## config.mk

```make
export PLATFORM = sky130hd
export DESIGN_NAME = idx_stream_parser
export DESIGN_NICKNAME = d
export VERILOG_FILES = /design/src/sv/isp_pkg.sv /design/src/sv/isp_front.sv /design/src/sv/isp_queue.sv /design/src/sv/isp_out_stage.sv /design/src/sv/idx_stream_parser.sv
export SDC_FILE = /design/constraint.sdc
export NUM_CORES = 2
export LEC_CHECK = 0
export BUFFER_PORTS_ARGS = -buffer_cell sky130_fd_sc_hd__buf_2
export CORE_UTILIZATION = 64
export DETAILED_ROUTE_END_ITERATION = 7
export GPL_TIMING_DRIVEN = 0
export MAX_ROUTING_LAYER = met4
export PLACE_DENSITY = 0.81
export SLEW_MARGIN = 30
export SYNTH_ARGS = -nofsm -noshare
export SYNTH_HDL_FRONTEND = slang
export SYNTH_SLANG_ARGS = --single-unit
```

## constraint.sdc

```tcl
create_clock -name clk -period 9.6 [get_ports clk]
set_input_delay 0.48 -clock clk [delete_from_list [all_inputs] [get_ports clk]]
set_output_delay 0.48 -clock clk [all_outputs]
set_load 0.03 [all_outputs]
```

## src/sv/isp_pkg.sv

```systemverilog
`default_nettype none
// ----------------------------------------------------------------------------
// isp_pkg
// Shared types, codes and decode tables of the stream parser.
// ----------------------------------------------------------------------------
package isp_pkg;

    typedef enum logic [2:0] {
        PH_MAGIC = 3'd0,
        PH_TYPE  = 3'd1,
        PH_NDIMS = 3'd2,
        PH_DIMS  = 3'd3,
        PH_BODY  = 3'd4,
        PH_DONE  = 3'd5,
        PH_ERROR = 3'd6
    } phase_t;

    localparam logic [1:0] KIND_HEADER  = 2'd0;
    localparam logic [1:0] KIND_DIM     = 2'd1;
    localparam logic [1:0] KIND_ELEMENT = 2'd2;
    localparam logic [1:0] KIND_ERROR   = 2'd3;

    localparam logic [1:0] ERR_MAGIC     = 2'd0;
    localparam logic [1:0] ERR_TYPE      = 2'd1;
    localparam logic [1:0] ERR_TRUNCATED = 2'd2;
    localparam logic [1:0] ERR_OVERFLOW  = 2'd3;

    localparam logic [2:0] TC_UINT8  = 3'd0;
    localparam logic [2:0] TC_INT8   = 3'd1;
    localparam logic [2:0] TC_INT16  = 3'd2;
    localparam logic [2:0] TC_INT32  = 3'd3;
    localparam logic [2:0] TC_FLOAT  = 3'd4;
    localparam logic [2:0] TC_DOUBLE = 3'd5;

    localparam logic [7:0] TB_UINT8  = 8'h08;
    localparam logic [7:0] TB_INT8   = 8'h09;
    localparam logic [7:0] TB_INT16  = 8'h0B;
    localparam logic [7:0] TB_INT32  = 8'h0C;
    localparam logic [7:0] TB_FLOAT  = 8'h0D;
    localparam logic [7:0] TB_DOUBLE = 8'h0E;

    localparam int QUEUE_DEPTH = 4;
    localparam int QPTR_BITS   = $clog2(QUEUE_DEPTH);
    localparam int QCNT_BITS   = $clog2(QUEUE_DEPTH + 1);

    typedef struct packed {
        logic [1:0]  kind;
        logic [63:0] value;
        logic [7:0]  dim_index;
        logic [2:0]  type_code;
        logic [1:0]  error_code;
        logic        final_element;
        logic        last_in_run;
    } result_t;

    typedef struct packed {
        logic [1:0] count;
        result_t    first;
        result_t    second;
    } push_t;

    typedef struct packed {
        logic       ok;
        logic [2:0] code;
    } type_decode_t;

    function automatic type_decode_t decode_type(input logic [7:0] b);
        type_decode_t d;
        d.ok = 1'b1;
        unique case (b)
            TB_UINT8:  d.code = TC_UINT8;
            TB_INT8:   d.code = TC_INT8;
            TB_INT16:  d.code = TC_INT16;
            TB_INT32:  d.code = TC_INT32;
            TB_FLOAT:  d.code = TC_FLOAT;
            TB_DOUBLE: d.code = TC_DOUBLE;
            default:
            begin
                d.ok   = 1'b0;
                d.code = TC_UINT8;
            end
        endcase
        return d;
    endfunction

    function automatic logic [3:0] elem_width(input logic [2:0] code);
        logic [3:0] w;
        unique case (code)
            TC_INT16:  w = 4'd2;
            TC_INT32:  w = 4'd4;
            TC_FLOAT:  w = 4'd4;
            TC_DOUBLE: w = 4'd8;
            default:   w = 4'd1;
        endcase
        return w;
    endfunction

    function automatic result_t error_result(input logic [1:0] code);
        result_t r;
        r.kind          = KIND_ERROR;
        r.value         = 64'd0;
        r.dim_index     = 8'd0;
        r.type_code     = 3'd0;
        r.error_code    = code;
        r.final_element = 1'b0;
        r.last_in_run   = 1'b0;
        return r;
    endfunction

endpackage
`default_nettype wire

```

## src/sv/isp_front.sv

```systemverilog
`default_nettype none
// ----------------------------------------------------------------------------
// isp_front
// Byte classifier: header phases, dimension product, element assembly.
// ----------------------------------------------------------------------------
module isp_front #(
    parameter int COUNT_BITS = 48
) (
    input  wire logic          clk,
    input  wire logic          rst_n,
    input  wire logic          in_valid,
    input  wire logic          in_stall,
    input  wire logic [7:0]    data_byte,
    input  wire logic          end_of_file,
    output isp_pkg::push_t     push
);
    import isp_pkg::*;

    localparam int PROD_BITS = COUNT_BITS + 32;

    phase_t                  phase_reg, phase_next, phase_step;
    logic [2:0]              byte_pos_reg, byte_pos_next;
    logic [7:0]              dims_total_reg, dims_total_next;
    logic [7:0]              dim_counter_reg, dim_counter_next;
    logic [2:0]              elem_type_reg, elem_type_next;
    logic [63:0]             assembly_reg, assembly_next;
    logic [COUNT_BITS-1:0]   left_reg, left_next;
    logic [PROD_BITS-1:0]    product_reg, product_next;

    logic                    accept;
    logic [COUNT_BITS+7:0]   mult;
    logic [PROD_BITS-1:0]    prod_new;
    logic                    overflow;
    logic                    dim_last;
    logic [31:0]             dim_len;
    logic [63:0]             body_asm;
    logic                    elem_last;
    logic [COUNT_BITS-1:0]   left_dec;
    logic                    fin;
    logic [7:0]              dim_count_inc;
    type_decode_t            tdec;

    assign accept        = in_valid && !in_stall;
    assign mult          = {8'd0, left_reg} * {{COUNT_BITS{1'b0}}, data_byte};
    assign prod_new      = {product_reg[PROD_BITS-9:0], 8'h00} + {24'd0, mult};
    assign overflow      = |prod_new[PROD_BITS-1:COUNT_BITS];
    assign dim_last      = byte_pos_reg >= 3'd3;
    assign dim_len       = {assembly_reg[23:0], data_byte};
    assign body_asm      = {assembly_reg[55:0], data_byte};
    assign elem_last     = ({1'b0, byte_pos_reg} + 4'd1) >= elem_width(elem_type_reg);
    assign left_dec      = left_reg - {{(COUNT_BITS-1){1'b0}}, 1'b1};
    assign fin           = left_dec == '0;
    assign dim_count_inc = dim_counter_reg + 8'd1;
    assign tdec          = decode_type(data_byte);

    always_comb
    begin
        phase_step       = phase_reg;
        byte_pos_next    = byte_pos_reg;
        dims_total_next  = dims_total_reg;
        dim_counter_next = dim_counter_reg;
        elem_type_next   = elem_type_reg;
        assembly_next    = assembly_reg;
        left_next        = left_reg;
        product_next     = product_reg;
        unique case (phase_reg)
            PH_MAGIC:
            begin
                if (data_byte != 8'd0)
                begin
                    phase_step = PH_ERROR;
                end
                else if (byte_pos_reg != 3'd0)
                begin
                    byte_pos_next = 3'd0;
                    phase_step    = PH_TYPE;
                end
                else
                begin
                    byte_pos_next = 3'd1;
                end
            end
            PH_TYPE:
            begin
                elem_type_next = tdec.code;
                phase_step     = tdec.ok ? PH_NDIMS : PH_ERROR;
            end
            PH_NDIMS:
            begin
                dims_total_next  = data_byte;
                dim_counter_next = 8'd0;
                left_next        = {{(COUNT_BITS-1){1'b0}}, 1'b1};
                assembly_next    = 64'd0;
                byte_pos_next    = 3'd0;
                product_next     = '0;
                phase_step       = (data_byte == 8'd0) ? PH_BODY : PH_DIMS;
            end
            PH_DIMS:
            begin
                assembly_next = {32'd0, dim_len};
                product_next  = prod_new;
                if (dim_last)
                begin
                    if (overflow)
                    begin
                        phase_step = PH_ERROR;
                    end
                    else
                    begin
                        left_next        = prod_new[COUNT_BITS-1:0];
                        dim_counter_next = dim_count_inc;
                        assembly_next    = 64'd0;
                        byte_pos_next    = 3'd0;
                        product_next     = '0;
                        if (dim_count_inc == dims_total_reg)
                        begin
                            phase_step = (prod_new[COUNT_BITS-1:0] == '0) ? PH_DONE : PH_BODY;
                        end
                    end
                end
                else
                begin
                    byte_pos_next = byte_pos_reg + 3'd1;
                end
            end
            PH_BODY:
            begin
                assembly_next = body_asm;
                if (elem_last)
                begin
                    left_next     = left_dec;
                    assembly_next = 64'd0;
                    byte_pos_next = 3'd0;
                    if (fin)
                    begin
                        phase_step = PH_DONE;
                    end
                end
                else
                begin
                    byte_pos_next = byte_pos_reg + 3'd1;
                end
            end
            default:
            begin
                phase_step = phase_reg;
            end
        endcase
        phase_next = end_of_file ? PH_MAGIC : phase_step;
    end

    always_comb
    begin
        result_t main_r, extra_r;
        logic    main_v, extra_v;
        main_v  = 1'b0;
        extra_v = 1'b0;
        main_r  = error_result(ERR_MAGIC);
        extra_r = error_result(ERR_TRUNCATED);
        unique case (phase_reg)
            PH_MAGIC:
            begin
                main_v = data_byte != 8'd0;
            end
            PH_TYPE:
            begin
                main_v = !tdec.ok;
                main_r = error_result(ERR_TYPE);
            end
            PH_NDIMS:
            begin
                main_v           = 1'b1;
                main_r.kind      = KIND_HEADER;
                main_r.value     = {56'd0, data_byte};
                main_r.type_code = elem_type_reg;
            end
            PH_DIMS:
            begin
                main_v           = dim_last;
                main_r.kind      = KIND_DIM;
                main_r.value     = {32'd0, dim_len};
                main_r.dim_index = dim_counter_reg;
                main_r.type_code = elem_type_reg;
                if (dim_last && overflow)
                begin
                    extra_v = 1'b1;
                    extra_r = error_result(ERR_OVERFLOW);
                end
            end
            PH_BODY:
            begin
                main_v               = elem_last;
                main_r.kind          = KIND_ELEMENT;
                main_r.value         = body_asm;
                main_r.type_code     = elem_type_reg;
                main_r.final_element = fin;
            end
            default:
            begin
                main_v = 1'b0;
            end
        endcase
        if (end_of_file && phase_step != PH_DONE && phase_step != PH_ERROR)
        begin
            extra_v = 1'b1;
            extra_r = error_result(ERR_TRUNCATED);
        end
        extra_r.last_in_run = 1'b1;
        main_r.last_in_run  = !extra_v;
        push.first  = main_v ? main_r : extra_r;
        push.second = extra_r;
        if (!accept)
        begin
            push.count = 2'd0;
        end
        else
        begin
            push.count = {1'b0, main_v} + {1'b0, extra_v};
        end
    end

    always_ff @(posedge clk or negedge rst_n)
    begin
        if (!rst_n)
        begin
            phase_reg       <= PH_MAGIC;
            byte_pos_reg    <= 3'd0;
            dims_total_reg  <= 8'd0;
            dim_counter_reg <= 8'd0;
            elem_type_reg   <= 3'd0;
            assembly_reg    <= 64'd0;
            left_reg        <= {{(COUNT_BITS-1){1'b0}}, 1'b1};
            product_reg     <= '0;
        end
        else if (accept)
        begin
            phase_reg <= phase_next;
            if (end_of_file)
            begin
                byte_pos_reg    <= 3'd0;
                dims_total_reg  <= 8'd0;
                dim_counter_reg <= 8'd0;
                elem_type_reg   <= 3'd0;
                assembly_reg    <= 64'd0;
                left_reg        <= {{(COUNT_BITS-1){1'b0}}, 1'b1};
                product_reg     <= '0;
            end
            else
            begin
                byte_pos_reg    <= byte_pos_next;
                dims_total_reg  <= dims_total_next;
                dim_counter_reg <= dim_counter_next;
                elem_type_reg   <= elem_type_next;
                assembly_reg    <= assembly_next;
                left_reg        <= left_next;
                product_reg     <= product_next;
            end
        end
    end

endmodule
`default_nettype wire

```

## src/sv/isp_queue.sv

```systemverilog
`default_nettype none
// ----------------------------------------------------------------------------
// isp_queue
// Result queue between classifier and output stage, two pushes, one pop.
// ----------------------------------------------------------------------------
module isp_queue (
    input  wire logic          clk,
    input  wire logic          rst_n,
    input  wire isp_pkg::push_t push,
    input  wire logic          pop,
    output logic               head_valid,
    output isp_pkg::result_t   head,
    output logic               full
);
    import isp_pkg::*;

    result_t                entry_reg [QUEUE_DEPTH];
    logic [QPTR_BITS-1:0]   wr_ptr_reg, wr_ptr_next;
    logic [QPTR_BITS-1:0]   rd_ptr_reg, rd_ptr_next;
    logic [QCNT_BITS-1:0]   count_reg, count_next;
    logic [QPTR_BITS-1:0]   wr_ptr_inc;
    logic                   do_pop;

    assign head_valid  = count_reg != '0;
    assign head        = entry_reg[rd_ptr_reg];
    assign full        = count_reg > QCNT_BITS'(QUEUE_DEPTH - 2);
    assign do_pop      = pop && head_valid;
    assign wr_ptr_inc  = wr_ptr_reg + QPTR_BITS'(1);
    assign wr_ptr_next = wr_ptr_reg + QPTR_BITS'(push.count);
    assign rd_ptr_next = rd_ptr_reg + QPTR_BITS'(do_pop);
    assign count_next  = count_reg + QCNT_BITS'(push.count) - QCNT_BITS'(do_pop);

    always_ff @(posedge clk)
    begin
        if (push.count != 2'd0)
        begin
            entry_reg[wr_ptr_reg] <= push.first;
        end
        if (push.count == 2'd2)
        begin
            entry_reg[wr_ptr_inc] <= push.second;
        end
    end

    always_ff @(posedge clk or negedge rst_n)
    begin
        if (!rst_n)
        begin
            wr_ptr_reg <= '0;
            rd_ptr_reg <= '0;
            count_reg  <= '0;
        end
        else
        begin
            wr_ptr_reg <= wr_ptr_next;
            rd_ptr_reg <= rd_ptr_next;
            count_reg  <= count_next;
        end
    end

    a_count_bound: assert property (@(posedge clk) disable iff (!rst_n)
        count_reg <= QCNT_BITS'(QUEUE_DEPTH))
        else $error("result queue count beyond depth");

    a_push_room: assert property (@(posedge clk) disable iff (!rst_n)
        push.count != 2'd0 |-> count_reg <= QCNT_BITS'(QUEUE_DEPTH - 2))
        else $error("push into queue without room for two entries");

    a_count_track: assert property (@(posedge clk) disable iff (!rst_n)
        1'b1 |=> count_reg == QCNT_BITS'($past(count_reg) + QCNT_BITS'($past(push.count))
                                         - QCNT_BITS'($past(do_pop))))
        else $error("queue count does not follow pushes and pops");

    a_two_implies_one: assert property (@(posedge clk) disable iff (!rst_n)
        push.count != 2'd3)
        else $error("more than two results from one beat");

endmodule
`default_nettype wire

```

## src/sv/isp_out_stage.sv

```systemverilog
`default_nettype none
// ----------------------------------------------------------------------------
// isp_out_stage
// Output register: takes the queue head when empty or when its beat leaves.
// ----------------------------------------------------------------------------
module isp_out_stage (
    input  wire logic          clk,
    input  wire logic          rst_n,
    input  wire logic          head_valid,
    input  wire isp_pkg::result_t head,
    output logic               pop,
    output logic               out_valid,
    input  wire logic          out_stall,
    output isp_pkg::result_t   out_data
);
    import isp_pkg::*;

    logic    valid_reg, valid_next;
    result_t data_reg;

    assign pop        = head_valid && (!valid_reg || !out_stall);
    assign valid_next = pop || (valid_reg && out_stall);
    assign out_valid  = valid_reg;
    assign out_data   = data_reg;

    always_ff @(posedge clk)
    begin
        if (pop)
        begin
            data_reg <= head;
        end
    end

    always_ff @(posedge clk or negedge rst_n)
    begin
        if (!rst_n)
        begin
            valid_reg <= 1'b0;
        end
        else
        begin
            valid_reg <= valid_next;
        end
    end

endmodule
`default_nettype wire

```

## src/sv/idx_stream_parser.sv

```systemverilog
`default_nettype none
// ----------------------------------------------------------------------------
// idx_stream_parser
// Byte-serial IDX parser: header check, dimension product, element output.
// ----------------------------------------------------------------------------
// path: a result is registered in the queue and then in the output reg after its byte beat
// throughput: one byte per cycle while in_stall is low; results leave one per
//   cycle while out_stall is low, via the single-read queue; a second result waits
// in_stall rises while the queue holds more than two results
// reset: asynchronous, parser back to the magic bytes, queue and output empty
module idx_stream_parser #(
    parameter int COUNT_BITS = 48
) (
    input  wire logic        clk,
    input  wire logic        rst_n,
    input  wire logic        in_valid,
    output logic             in_stall,
    input  wire logic [7:0]  data_byte,
    input  wire logic        end_of_file,
    output logic             out_valid,
    input  wire logic        out_stall,
    output logic [1:0]       result_kind,
    output logic [63:0]      value,
    output logic [7:0]       dim_index,
    output logic [2:0]       type_code,
    output logic [1:0]       error_code,
    output logic             final_element,
    output logic             last_in_run
);
    import isp_pkg::*;

    push_t   push;
    logic    head_valid;
    result_t head;
    logic    pop;
    result_t out_data;

    isp_front #(
        .COUNT_BITS (COUNT_BITS)
    ) u_front (
        .clk         (clk),
        .rst_n       (rst_n),
        .in_valid    (in_valid),
        .in_stall    (in_stall),
        .data_byte   (data_byte),
        .end_of_file (end_of_file),
        .push        (push)
    );

    isp_queue u_queue (
        .clk        (clk),
        .rst_n      (rst_n),
        .push       (push),
        .pop        (pop),
        .head_valid (head_valid),
        .head       (head),
        .full       (in_stall)
    );

    isp_out_stage u_out (
        .clk        (clk),
        .rst_n      (rst_n),
        .head_valid (head_valid),
        .head       (head),
        .pop        (pop),
        .out_valid  (out_valid),
        .out_stall  (out_stall),
        .out_data   (out_data)
    );

    assign result_kind   = out_data.kind;
    assign value         = out_data.value;
    assign dim_index     = out_data.dim_index;
    assign type_code     = out_data.type_code;
    assign error_code    = out_data.error_code;
    assign final_element = out_data.final_element;
    assign last_in_run   = out_data.last_in_run;

endmodule
`default_nettype wire
```

After elaboration in Yosys (flattened, before gate mapping)
Memories as Yosys holds them, arrays and structs flattened. A register that Yosys moved wholly into a read port is not among the register bits. Index checks and enable logic that the tools add are counted.

Bits in registers: 209. Memory bits (writable): 324. Input port bits: 13. Logic and storage cells: 151. Memories: 1.

Memories: u_queue.entry_reg (words 4, bits a word 81, rd ports 1, clocked after Yosys merged registers in 1, write ports 2, line isp_queue.sv:17) `result_t entry_reg [QUEUE_DEPTH];`.

Magnitude comparators: 3. $mul: 1. Reductions and logical operators: 38. Add/subtract/negate cells: 11. Muxes and demuxes: 62. Equal/unequal tests: 23.

Operators by type and width (number): 81-bit 2-to-1 mux (3); 72-bit 2-to-1 mux (3); 66-bit one-hot mux with 3 select lines (1); 48-bit 2-to-1 mux (4); 56-bit one-hot mux with 3 select lines (1); 48-bit one-hot mux with 3 select lines (1); 72-bit one-hot mux with 2 select lines (1); 56-bit 2-to-1 mux (2); 48-bit zero test (2); 80-bit by 56-bit adder with 80-bit output (1); 32-bit 2-to-1 mux (2); 3-bit 2-to-1 mux (19); 48-bit by 8-bit multiplier with 56-bit output (1); 8-bit by 4-bit == test with 1-bit output, second input constant (6); 8-bit 2-to-1 mux (6); 48-bit by 1-bit subtractor with 48-bit output, second input constant (1); 32-bit OR reduction (1); 3-bit one-hot mux with 5 select lines (2); 8-bit one-hot mux with 2 select lines (1); 3-bit by 2-bit == test with 1-bit output, second input constant (4); 1-bit 2-to-1 mux (12); 3-bit != test, second input constant (4); 3-bit one-hot mux with 4 select lines (1); 4-bit one-hot mux with 3 select lines (1); 36 further kinds (58).

Depth between registers and ports, before layout
Depth in word-level cells: 17. Mapped depth: 36. Depth with buffers taken out: 31.

By module
Synthesis repeated with hierarchy kept, for this count alone.

Cell total of the unflattened synthesis: 4157. Area, all modules: 46025.4 um^2.

By module, submodules not included: isp_front (times used 1, cells each 3249, sequential area each 5031.1 um^2, area each 27091.0 um^2); isp_queue (times used 1, cells each 824, sequential area each 9904.5 um^2, area each 16458.3 um^2); isp_out_stage (times used 1, cells each 84, sequential area each 2457.4 um^2, area each 2476.1 um^2).

Worst setup path before layout
No wires, ideal clock.

Path type: input to register. From: in data_byte[0]. To: mem u_queue.entry_reg[2][50] (netlist bit). Path buffers: 8. Stages: 35. Setup time: 0.117 ns. Path slack: 0.912 ns. Data arrival time: 8.572 ns. Cell sequence: clkbuf_1 > clkbuf_1 > buf_1 > nand2_1 > fa_1 > inv_1 > fa_1 > fa_1 > inv_1 > fa_1 > inv_1 > ha_1 > buf_2 > and4_1 > buf_2 > and3_1 > nand2_1 > o221ai_1 > o2111ai_1 > a2111oi_0 > xnor2_1 > nand4_1 > or4_4 > or3_1 > a21o_1 > mux2_2 > nand3_1 > ha_1 > o21ai_0 > o21ai_0 > or2_2 > clkbuf_1 > clkbuf_1 > clkbuf_1 > a22o_1.

RTL lines: from (decl) (line idx_stream_parser.sv:18) `input wire logic [7:0] data_byte,`; to (decl) (line isp_queue.sv:17).

==> results.md <==
* Clock tree sinks at between 600 and 700
* Worst r2r src: u_front.left_reg[13]
* Nets at 4594
* First-pass GRT wire length at 195 mm
* Total power at 9830 uW
* Clock Path Buffers at 3
* CTS tree: built
* CP arrival at between 10000 and 15000 ps
* Vias at 33.3k
* Vias per cell at 6.59
* Period utilization at 0.984
* Vias in the first global route at 33.3k
* Hold Vio Cnt, Final at 0
* Status: completed
* Worst-path fanout max at 12
* Count leader, synth: inv_1
* Switching Fraction at 0.418
* Initial DRT Pass Iterations at 6
* Initial DRC Count at between 3k and 4k
* Hold Startpoint: out_stall
* Largest register FFs at 324
* Post-Route WL at 125 mm
* Clock latency on the worst-skew pair at 670 ps
* Die extent in y at 254 um
* Top area cells in the synthesized netlist: fa_1 (16%), dfxtp_1 (16%), dfrtp_1 (13%)
* Post-route ant nets at 0
* Crit end category: register
* # IOs at 96
* CP max stage delay at 690 ps
* Gp weighted congestion at around 1
* FF-to-FF End: u_queue.entry_reg[3][52]
* Die W at about 250 um
* Post-layout min period at ~9400 ps
* Clk network pwr share at 0.264
* Slowest CP cell: dfrtp_1
* Hold endpoint: u_out.out_valid
* FF-to-FF path depth at 30
* CP dominant cell by count: fa_1
* Overflow after GRT at 0
* Slew @ Worst Pin at 1070 ps
* Type of the worst setup path: register to register
* Clock skew at 32.1 ps
* Top_reg_cell synth: dfxtp_1
* Post-synth top cells: inv_1 (416), a22o_1 (350), nand2_1 (346), fa_1 (324), dfxtp_1 (320)
* Synth Register Bits at approximately 600
* Final core occ at 0.718
* P_sw at 4110 uW
* Fin. max-slew vios at 0
* Drt wl/cell at around 25 um
* Combinational share of power at 0.413
* Hpwl dp at 94.3 mm
* Synth top area share at 0.160
* Ys Warns at 0
* Worst relative slew slack at 0.288
* Worst Path Buf+Inv at 6
* Cell family with most CP delay: adder cells
* R2R Setup Slk at between 150 and 200 ps
* MaxCap Viol Count at 0
* H-tree Lvls at 2
* F_max at 106 MHz
* Port bufs at 88
* CTS buffer count at 61
* Clock slew at reported path FFs at 70 ps
* Fraction of layout cells with a size suffix above 1 at 0.122
* Cell Area, Synth at slightly above 0.04 mm^2
* Initial antenna violation count at 5
* DRC Markers at 0
* Cells after DPL at 4979
* Synth area leader: fa_1
* Leak pwr at around 0.020 uW
* CP required at 10190 ps
* Non-filler cells, final at 5050
* FFs w/ async S/R, synth at 0.340
* Synth Area per Inst at 10.0 um^2
* Layout area overhead at 9.98%
* CTS root buf: clkbuf_16
* Setup Viol. Count Final at 0
* Initial Utilization at 0.653
* Total global-route track usage at 0.412
* Internal power at about 5700 uW
* Largest net degree at the start of global routing at 79
* Seq pwr share at 0.322
* Row Count at 91
* Post-synth EDFFs at 85
* Mapped Nets at around 4.5k
* Worst hold path stage count at 3
* Mapped Cells at between 4k and 5k
* Die area at roughly 0.064 mm^2
* Unique masters post-synth at 95
* Core area at 0.0621 mm^2
* Fillcell total at 4522
* Sequential area share after synthesis at 0.350
* Power density cells at 221 mW/mm^2
* RSZ-0062 raised after global routing: true
* HP Class: primary input to register
* Maximum VDD drop at 0.179 mV
* CP Launch Type: register
[cell families (layout without fill, tap and decap cells)]
family                   Yosys count  after routing  share of synthesized area
multiplexers                      90             90                     0.0474
adder cells (fa/ha/maj)          424            424                      0.191
other                              0              3                          0
buffers and inverters            720            882                     0.0679
flip-flops                       614            614                      0.350
AO/OA/AOI/OAI                    977            977                      0.180
XOR/XNOR                          96             96                     0.0208
AND/OR/NAND/NOR                 1127           1127                      0.142
[placed cells by master (no fill, tap or decap), types with 65 or more instances in the layout]
cell type / n
inv_1: 416
a22o_1: 350
nand2_1: 346
fa_1: 324
dfxtp_1: 320
and2_1: 295
dfrtp_1: 183
nor2_1: 161
a21oi_1: 130
clkbuf_1: 128
o21ai_0: 125
buf_2: 122
ha_1: 100
edfxtp_1: 85
mux4_2: 81
clkbuf_2: 73
clkbuf_16: 65
[cell type report]
| cell class | count | area [um^2] | share of cell area |
|---|---|---|---|
| antenna | 3 | 7.51 | 0.000169 |
| clock buffer | 71 | 1660 | 0.0373 |
| sequential | 614 | 14200 | 0.319 |
| inverter | 418 | 1570 | 0.0352 |
| timing repair buffer | 99 | 618 | 0.0139 |
| clock inverter | 45 | 528 | 0.0119 |
| buffer | 249 | 1110 | 0.0250 |
| tap | 837 | 1050 | 0.0235 |
| multi-input combinational | 2714 | 23800 | 0.534 |
[per-layer routing]
layer,vias up,track usage,part of all wire,wire [um]
met3,471,0.0935,0.10,13100
met5,-,-,0,0
met2,1979,0.631,0.46,58200
met1,16500,0.505,0.37,46000
met4,0,0.229,0.065,8120
li1,14400,-,-,-
[power groups by stage]
stage          clock network, uW  logic [uW]  registers [uW]
2_1_floorplan                  0        2550            3290
3_3_place_gp                   0        3910            3140
3_5_place_dp                   0        3990            3130
4_1_cts                     2600        4000            3120
5_1_grt                     2710        4370            3190
6_report                    2600        4070            3170
[stage by stage]
step | TNS [ps] | hold WS, ps | cell area [um^2] | worst slack [ps]
6_report | 0 | 66.9 | 44500 | 158
5_1_grt | -153 | 98.3 | 44500 | -21.6
4_1_cts | 0 | 59.3 | 44400 | 3.06
3_5_place_dp | -894530 | 446 | 42100 | -2570
3_3_place_gp | -839870 | 432 | 42000 | -2460
2_1_floorplan | 0 | 184 | 40500 | 912
[worst min-delay path, stage by stage]
cell and delay, ps:
buf_2 110, nand2_1 50, nand2_1 50
[worst max-delay path by stage]
| stage | startpoint | end | slack (ps) | cells past startpoint |
|---|---|---|---|---|
| after floorplan | data_byte[0] | u_queue.entry_reg[2][50] | 910 | 35 |
| after global placement | data_byte[0] | u_queue.entry_reg[2][77] | -2460 | 32 |
| after detailed placement | data_byte[0] | u_queue.entry_reg[2][70] | -2570 | 32 |
| after CTS | u_front.left_reg[19] | u_queue.entry_reg[2][70] | 3 | 30 |
| after global routing | data_byte[0] | u_queue.entry_reg[3][20] | -20 | 32 |
| final | u_front.left_reg[13] | u_queue.entry_reg[3][52] | 160 | 30 |
[what timing repair did]
item	in CTS	in global routing
pin swaps	4	1
hold buffers	1	0
endpoints found under the setup margin	469	324
resized for setup	91	101
hold endpoints to repair	55	0
setup buffers	4	0
No activity file was read; power rests on OpenSTA's default activity.
